`src/hw/rtl/pfcd_pkg.sv`:
```
// ----------------------------------------------------------------------------
// pfcd_pkg: shared types and constants of the parallel flash command device
// Bus protocol codes, default geometry, config register indexes and the
// command/status bundles between controller and datapath.
// ----------------------------------------------------------------------------
`default_nettype none

package pfcd_pkg;

    // Default geometry (powers of two)
    localparam int P_BANK_BYTES = 65536;
    localparam int P_NUM_BANKS  = 2;
    localparam int SECTOR_BYTES = 4096;

    // Unlock sequence, bank select and ID read addresses
    localparam logic [15:0] ADDR_UNLOCK1 = 16'h5555;
    localparam logic [15:0] ADDR_UNLOCK2 = 16'h2AAA;
    localparam logic [15:0] ADDR_BANK    = 16'h0000;
    localparam logic [15:0] ADDR_MFR_ID  = 16'h0000;
    localparam logic [15:0] ADDR_DEV_ID  = 16'h0001;
    localparam logic [7:0]  DATA_UNLOCK1 = 8'hAA;
    localparam logic [7:0]  DATA_UNLOCK2 = 8'h55;

    // Command bytes
    localparam logic [7:0] CMD_ID_ENTRY     = 8'h90;
    localparam logic [7:0] CMD_ID_EXIT      = 8'hF0;
    localparam logic [7:0] CMD_ERASE_ARM    = 8'h80;
    localparam logic [7:0] CMD_PROGRAM      = 8'hA0;
    localparam logic [7:0] CMD_BANK_SELECT  = 8'hB0;
    localparam logic [7:0] CMD_CHIP_ERASE   = 8'h10;
    localparam logic [7:0] CMD_SECTOR_ERASE = 8'h30;

    localparam logic [7:0] ERASED_BYTE = 8'hFF;

    // Bus operation
    localparam logic OP_READ  = 1'b0;
    localparam logic OP_WRITE = 1'b1;

    // Config register indexes
    localparam int CFG_IDX_W = 2;
    localparam int CFG_DATA_W = 8;
    localparam logic [CFG_IDX_W-1:0] CFG_MFR_ID     = 2'd0;
    localparam logic [CFG_IDX_W-1:0] CFG_DEV_ID     = 2'd1;
    localparam logic [CFG_IDX_W-1:0] CFG_TWO_BANKS  = 2'd2;
    localparam logic [CFG_IDX_W-1:0] CFG_SECTOR_OPS = 2'd3;

    // Source of the result byte
    typedef enum logic [1:0] {
        SRC_MEM  = 2'd0,
        SRC_ID   = 2'd1,
        SRC_ZERO = 2'd2
    } t_res_src;

    // Controller -> datapath
    typedef struct packed {
        logic       capture;
        logic       mem_rd;
        logic       prog_wr;
        logic       chip_load;
        logic       sector_load;
        logic       sweep_step;
        logic       bank;
        logic       res_load;
        t_res_src   res_src;
        logic [7:0] res_id;
        logic       res_err;
    } t_dp_cmd;

    // Datapath -> controller
    typedef struct packed {
        logic        op;
        logic [15:0] addr;
        logic [7:0]  data;
        logic        sweep_last;
    } t_dp_stat;

endpackage

`default_nettype wire

```
`src/hw/rtl/pfcd_controller.sv`:
```
// ----------------------------------------------------------------------------
// pfcd_controller: access sequencer and command decoder
// Runs the handshake state machine, tracks the unlock/command sequence,
// ID mode, erase arming and bank, and steers the datapath.
// ----------------------------------------------------------------------------
`default_nettype none

module pfcd_controller
    import pfcd_pkg::*;
#(
    parameter int NUM_BANKS = P_NUM_BANKS
) (
    input  wire logic       i_clk,
    input  wire logic       i_rst_n,
    input  wire logic       i_in_valid,
    output logic            o_in_ready,
    output logic            o_out_valid,
    input  wire logic       i_out_ready,
    input  wire logic [7:0] i_mfr_id,
    input  wire logic [7:0] i_dev_id,
    input  wire logic       i_two_banks,
    input  wire logic       i_sector_ops,
    input  wire t_dp_stat   i_stat,
    output t_dp_cmd         o_cmd
);

    typedef enum logic [6:0] {
        S_CLEAR = 7'b0000001,
        S_IDLE  = 7'b0000010,
        S_EXEC  = 7'b0000100,
        S_PROG  = 7'b0001000,
        S_ERASE = 7'b0010000,
        S_DONE  = 7'b0100000,
        S_WAIT  = 7'b1000000
    } t_state;

    typedef enum logic [4:0] {
        PH_IDLE = 5'b00001,
        PH_AA   = 5'b00010,
        PH_55   = 5'b00100,
        PH_PROG = 5'b01000,
        PH_BANK = 5'b10000
    } t_phase;

    t_state r_state, n_state;
    t_phase r_phase, n_phase;
    logic   r_id_mode, n_id_mode;
    logic   r_armed, n_armed;
    logic   r_bank, n_bank;
    logic   r_err, n_err;
    logic   r_out_valid, n_out_valid;

    logic   banked;
    logic   out_free;
    logic   fail;
    logic   do_prog, do_chip, do_sector;

    assign banked   = (NUM_BANKS > 1) && i_two_banks;
    assign out_free = !r_out_valid || i_out_ready;

    // Sequence decode of a captured write
    always_comb begin
        n_phase   = r_phase;
        n_id_mode = r_id_mode;
        n_armed   = r_armed;
        n_bank    = r_bank;
        fail      = 1'b0;
        do_prog   = 1'b0;
        do_chip   = 1'b0;
        do_sector = 1'b0;
        unique case (r_phase)
            PH_IDLE: begin
                if (i_stat.addr == ADDR_UNLOCK1 && i_stat.data == DATA_UNLOCK1) begin
                    n_phase = PH_AA;
                end else begin
                    fail = r_armed;
                end
            end
            PH_AA: begin
                if (i_stat.addr == ADDR_UNLOCK2 && i_stat.data == DATA_UNLOCK2) begin
                    n_phase = PH_55;
                end else begin
                    fail = 1'b1;
                end
            end
            PH_55: begin
                n_phase = PH_IDLE;
                if (r_armed) begin
                    n_armed = 1'b0;
                    if (i_stat.data == CMD_CHIP_ERASE && i_stat.addr == ADDR_UNLOCK1) begin
                        do_chip = 1'b1;
                    end else if (i_stat.data == CMD_SECTOR_ERASE) begin
                        do_sector = i_sector_ops;
                    end else begin
                        fail = 1'b1;
                    end
                end else if (i_stat.addr != ADDR_UNLOCK1) begin
                    fail = 1'b1;
                end else begin
                    unique case (i_stat.data)
                        CMD_ID_ENTRY:    n_id_mode = 1'b1;
                        CMD_ID_EXIT:     n_id_mode = 1'b0;
                        CMD_ERASE_ARM:   n_armed = 1'b1;
                        CMD_PROGRAM:     if (i_sector_ops) n_phase = PH_PROG;
                        CMD_BANK_SELECT: if (banked) n_phase = PH_BANK;
                        default:         fail = 1'b1;
                    endcase
                end
            end
            PH_PROG: begin
                n_phase = PH_IDLE;
                do_prog = 1'b1;
            end
            PH_BANK: begin
                n_phase = PH_IDLE;
                if (i_stat.addr != ADDR_BANK) begin
                    fail = 1'b1;
                end else begin
                    n_bank = i_stat.data[0];
                end
            end
            default: fail = 1'b1;
        endcase
        // Broken sequence: drop back to idle, disarm, keep ID mode
        if (fail) begin
            n_phase = PH_IDLE;
            n_armed = 1'b0;
        end
    end

    always_comb begin
        n_state     = r_state;
        n_err       = r_err;
        n_out_valid = r_out_valid;
        o_cmd       = '0;
        o_cmd.bank  = banked ? r_bank : 1'b0;
        o_cmd.res_src = SRC_ZERO;
        o_in_ready  = 1'b0;

        if (r_out_valid && i_out_ready) begin
            n_out_valid = 1'b0;
        end

        unique case (r_state)
            S_CLEAR: begin
                o_cmd.sweep_step = 1'b1;
                if (i_stat.sweep_last) begin
                    n_state = S_IDLE;
                end
            end
            S_IDLE: begin
                o_in_ready    = 1'b1;
                o_cmd.capture = 1'b1;
                if (i_in_valid) begin
                    n_state = S_EXEC;
                end
            end
            S_EXEC: begin
                n_err = 1'b0;
                if (i_stat.op == OP_READ) begin
                    o_cmd.mem_rd = 1'b1;
                    n_state      = S_DONE;
                end else begin
                    n_err = fail;
                    if (do_prog) begin
                        o_cmd.mem_rd = 1'b1;
                        n_state      = S_PROG;
                    end else if (do_chip || do_sector) begin
                        o_cmd.chip_load   = do_chip;
                        o_cmd.sector_load = do_sector;
                        n_state           = S_ERASE;
                    end else begin
                        n_state = S_DONE;
                    end
                end
            end
            S_PROG: begin
                o_cmd.prog_wr = 1'b1;
                n_state       = S_DONE;
            end
            S_ERASE: begin
                o_cmd.sweep_step = 1'b1;
                if (i_stat.sweep_last) begin
                    n_state = S_DONE;
                end
            end
            S_DONE, S_WAIT: begin
                if (i_stat.op == OP_WRITE) begin
                    o_cmd.res_src = SRC_ZERO;
                end else if (r_id_mode && i_stat.addr == ADDR_MFR_ID) begin
                    o_cmd.res_src = SRC_ID;
                    o_cmd.res_id  = i_mfr_id;
                end else if (r_id_mode && i_stat.addr == ADDR_DEV_ID) begin
                    o_cmd.res_src = SRC_ID;
                    o_cmd.res_id  = i_dev_id;
                end else begin
                    o_cmd.res_src = SRC_MEM;
                end
                o_cmd.res_err = r_err;
                // Hold the result until the output register frees up
                if (out_free) begin
                    o_cmd.res_load = 1'b1;
                    n_out_valid    = 1'b1;
                    n_state        = S_IDLE;
                end else begin
                    n_state = S_WAIT;
                end
            end
            default: n_state = S_CLEAR;
        endcase
    end

    logic seq_update;
    assign seq_update = (r_state == S_EXEC) && (i_stat.op == OP_WRITE);

    always_ff @(posedge i_clk) begin
        if (!i_rst_n) begin
            r_state     <= S_CLEAR;
            r_phase     <= PH_IDLE;
            r_id_mode   <= 1'b0;
            r_armed     <= 1'b0;
            r_bank      <= 1'b0;
            r_err       <= 1'b0;
            r_out_valid <= 1'b0;
        end else begin
            r_state     <= n_state;
            r_err       <= n_err;
            r_out_valid <= n_out_valid;
            if (seq_update) begin
                r_phase   <= n_phase;
                r_id_mode <= n_id_mode;
                r_armed   <= n_armed;
                r_bank    <= n_bank;
            end
        end
    end

    assign o_out_valid = r_out_valid;

    // A pending result is never overwritten
    a_no_overwrite: assert property (@(posedge i_clk) disable iff (!i_rst_n)
        o_cmd.res_load |-> (!r_out_valid || i_out_ready))
        else $error("result loaded over a pending beat");

    // Arming only survives through the unlock steps
    a_armed_phase: assert property (@(posedge i_clk) disable iff (!i_rst_n)
        r_armed |-> (r_phase == PH_IDLE || r_phase == PH_AA || r_phase == PH_55))
        else $error("erase armed in a data phase");

    // An accepted beat is decoded in the next cycle
    a_accept_exec: assert property (@(posedge i_clk) disable iff (!i_rst_n)
        (i_in_valid && o_in_ready) |=> (r_state == S_EXEC))
        else $error("accepted beat not decoded");

    // Reads never report a command error
    a_read_no_err: assert property (@(posedge i_clk) disable iff (!i_rst_n)
        (o_cmd.res_load && o_cmd.res_err) |-> (i_stat.op == OP_WRITE))
        else $error("command error on a read");

    // Only one memory access is steered at a time
    a_one_access: assert property (@(posedge i_clk) disable iff (!i_rst_n)
        $countones({o_cmd.mem_rd, o_cmd.prog_wr, o_cmd.sweep_step}) <= 1)
        else $error("conflicting memory accesses");

endmodule

`default_nettype wire
```
`config.mk`:
```
export PLATFORM = sky130hd
export DESIGN_NAME = pfcd_controller
export DESIGN_NICKNAME = d
export VERILOG_FILES = /design/src/hw/rtl/pfcd_pkg.sv /design/src/hw/rtl/pfcd_controller.sv
export SDC_FILE = /design/constraint.sdc
export NUM_CORES = 1
export LEC_CHECK = 0
export ABC_AREA = 1
export BUFFER_PORTS_ARGS = -buffer_cell sky130_fd_sc_hd__buf_2
export CELL_PAD_IN_SITES_DETAIL_PLACEMENT = 1
export CELL_PAD_IN_SITES_GLOBAL_PLACEMENT = 1
export CORE_AREA = 4 4 80 82
export CTS_CLUSTER_SIZE = 10
export DETAILED_ROUTE_END_ITERATION = 16
export DIE_AREA = 0 0 84 86
export PLACE_DENSITY = 0.87
export SYNTH_ARGS = -nofsm -noshare
export SYNTH_HDL_FRONTEND = slang
export SYNTH_SLANG_ARGS = --single-unit
```
`constraint.sdc`:
```
create_clock -name i_clk -period 1.7 [get_ports i_clk]
set_input_delay 0.085 -clock i_clk [delete_from_list [all_inputs] [get_ports i_clk]]
set_output_delay 0.085 -clock i_clk [all_outputs]
set_load 0.005 [all_outputs]
```
==> flow_metrics.tcl <==
set metrics [dict create \
    crit_chain "nor2_4, inv_2, nor3_4, nand3_2, nor2_4, inv_4, nor2_4, inv_2, nor3_2, buf_2" \
    postCtsHoldBufs 0 \
    cap_violations 0 \
    synth_common_cells "nand2_1 (74), nor2_1 (59), inv_1 (54), nand3_1 (18), dfxtp_1 (17)" \
    dp_cells 453 \
    worst_path_dominant_cell_family "simple AND/OR/NAND/NOR gates" \
    cp-end-kind "primary output" \
    die_area_um2 7224 \
    syn_area_um2 1708 \
    avgSynthCellArea_um2 5.600 \
    grt.overflow.total 0 \
    power_frac_seq_pct 31.9 \
    synth.distinct_cells 26 \
    grt_pass1_vias 2459 \
    cts_tree "built" \
    r2r-end "r_id_mode" \
    fill_cells 807 \
    worst_slew_pin_slew_ns 0.5701 \
    p_int_uw 906.4 \
    synth.most_common_cell "nand2_1" \
    synth_edf_count 0 \
    rsz0062_at_grt "yes" \
    clk_pin_slew_worst_paths_ns 0.07 \
    power_uw 1460 \
    die_y_um 86 \
    die_w_um 84 \
    drive_above_1_share_pct 45.16 \
    drtIter0Drc 105 \
    finalNetCount 452 \
    numPortBuffers 68 \
    ys_async_sr_fraction_pct 0 \
    p_per_area_nw_per_um2 557.9 \
    worst_slack_ns -0.1182 \
    ctsRootBufferMaster "clkbuf_8" \
    dp_slack_ns 0.01507 \
    relSlewSlack_pct 61.64 \
    synth_top_area_cell "dfxtp_1" \
    violations "setup timing" \
    power.share.clock_pct 22.0 \
    n_antenna_cell 0 \
    min_period_over_period_pct 107.0 \
    synth_top_area_share_pct 19.93 \
    first_pass_iters 4 \
    final_cell_area_um2 2616 \
    grt_pass1_wl_mm 11.07 \
    power_switching_share_pct 37.90 \
    r2r_start "r_state[0]" \
    syn_inst 305 \
    worstSetupPathDepth 10 \
    synth_area_leaders "dfxtp_1 (20%), nand2_1 (16%), nor2_1 (13%), inv_1 (12%), nand3_1 (5.3%)" \
    htree_num_levels 1 \
    crit_type "reg -> out" \
    dp_hpwl_mm 5.139 \
    rrSetupSlack_ns -0.04 \
    dpl_cell_area_um2 2183 \
    worstSkewPairLatency_ns 0.26 \
    status "complete, but fails checks" \
    cp.required_ns 1.62 \
    routabilityCongestion 0.8803 \
    yosys_most_used_dff "dfxtp_1" \
    core_um2 5746 \
    wl_per_cell_um 15.78 \
    hold_viol_final 0 \
    skew_ns 0.003924 \
    start_util_pct 29.73 \
    clockBufferDepth 2 \
    hp-class "in -> reg" \
    ant_nets 0 \
    final_cells 478 \
    fin_util_pct 45.54 \
    cpPeakStageDelay_ns 0.36 \
    yosys_warnings 0 \
    grt_max_degree 12 \
    grt_use_total_pct 18.40 \
    timing.final.max_slew_violations 0 \
    drc 0 \
    critPathMostFrequentCell "nor2_4" \
    via_count 2410 \
    cp_data_arrival_time_ns 1.73 \
    area_growth_pct 53.19 \
    cp-startpoint "r_state[0]" \
    p_switching_uw 553.1 \
    worstSetupStartpointType "flip-flop" \
    setup_violations 14 \
    cts_buffers 3 \
    ios 69 \
    syn_nets 353 \
    max_freq_mhz 550.0 \
    path_buf_inv 4 \
    ys_seq_area_share_pct 19.93 \
    critPathMaxFanout 3 \
    num_rows 28 \
    worstSetupEndpoint "o_cmd[15]" \
    period_needed_ns 1.818 \
    clock_sinks 17 \
    peakVddDrop_mv 0.4273 \
    drt-vias-per-instance 5.042 \
    power_frac_comb_pct 46.1 \
    wirelength_mm 7.545 \
    antenna_found_initial 0 \
    leakagePower_uw 0.001303 \
    reg2reg_depth 11 \
    synth_seq_cells 17 \
    cp_slowest_cell "dfxtp_4" \
]
kinds of logic (layout without fill, tap and decap cells):
logic type             after synthesis  in the layout  share of synthesized area, %
and+or+nand+nor                    201            201                         55.09
DFF                                 17             17                         19.93
muxes                                7              7                         4.103
buffers and inverters               59            157                         13.41
AOI/OAI and AO/OA                   21             21                         7.473
what timing repair did:
action                     in CTS  in global routing
setup endpoints to repair      12                 31
setup buffers                  13                 10
pin swaps                       4                 29
resized for setup              13                 68
layout by cell type, fill, tap and decap left out, drive strengths merged, types with 2 or more instances in the layout:
cell type  instances
mux2i              7
nand3b             3
inv               56
buf               97
dfxtp             17
nor2              72
o211ai             2
nor3              11
a21oi             11
nor4               6
clkbuf             4
nand2             76
o21ai              7
nand3             21
nand4             11
power groups by stage:
stage | combinational (uW) | sequential, uW | clock, uW
final | 673 | 466 | 321
after global placement | 418 | 459 | 0
after floorplan | 255 | 457 | 0
after detailed placement | 436 | 464 | 0
after global routing | 725 | 467 | 339
after CTS | 542 | 461 | 312
sequential cells by signal (all words and copies together), names as in the netlist:
name / cells
o_out_valid: 1
r_armed: 1
r_bank: 1
r_err: 1
r_id_mode: 1
r_phase: 5
r_state: 7
metal layers:
metal / routed length [um] / global-route usage [%] / part of all wire [%] / vias up
li1: - / - / - / 1156
met1: 2884 / 19.91 / 38 / 1150
met2: 4031 / 36.73 / 53 / 82
met3: 287 / 1.441 / 3.8 / 22
met4: 341 / 7.164 / 4.5 / 0
met5: 0 / 0 / 0 / -
worst register-to-register path: cells and delay by family, from the launching register on:
kind            cells  cell delay, ns
simple gates        6            0.76
flops               1            0.36
buf+inv             3            0.30
compound gates      2            0.24
worst min path at each step:
stage	start	endpoint	slack [ns]	cells after the start
CTS	i_in_valid	r_state[2]	0.1	3
global route	i_rst_n	r_phase[0]	0.1	2
floorplan	i_rst_n	r_phase[0]	0.15	1
detailed placement	i_rst_n	r_phase[0]	0.37	2
finish	i_in_valid	r_state[2]	0.09	3
global placement	i_rst_n	r_phase[0]	0.36	2
area by class of cell:
type	instances	area, um2	area share (%)
clock buffers	4	45.04	1.722
multi-input cells	229	1328	50.74
repair buffers	97	569.3	21.76
flip-flops and latches	17	365.4	13.96
well taps	75	93.84	3.587
inverters	56	215.2	8.226
metrics by stage:
stage / hold WS [ns] / TNS [ns]
finish: 0.09153 / -0.5214
global route: 0.09896 / -2.122
CTS: 0.09547 / -0.04729
detailed placement: 0.3662 / 0
global placement: 0.3552 / 0
floorplan: 0.1537 / 0
Note: power is estimated with default switching activity, not from simulation.
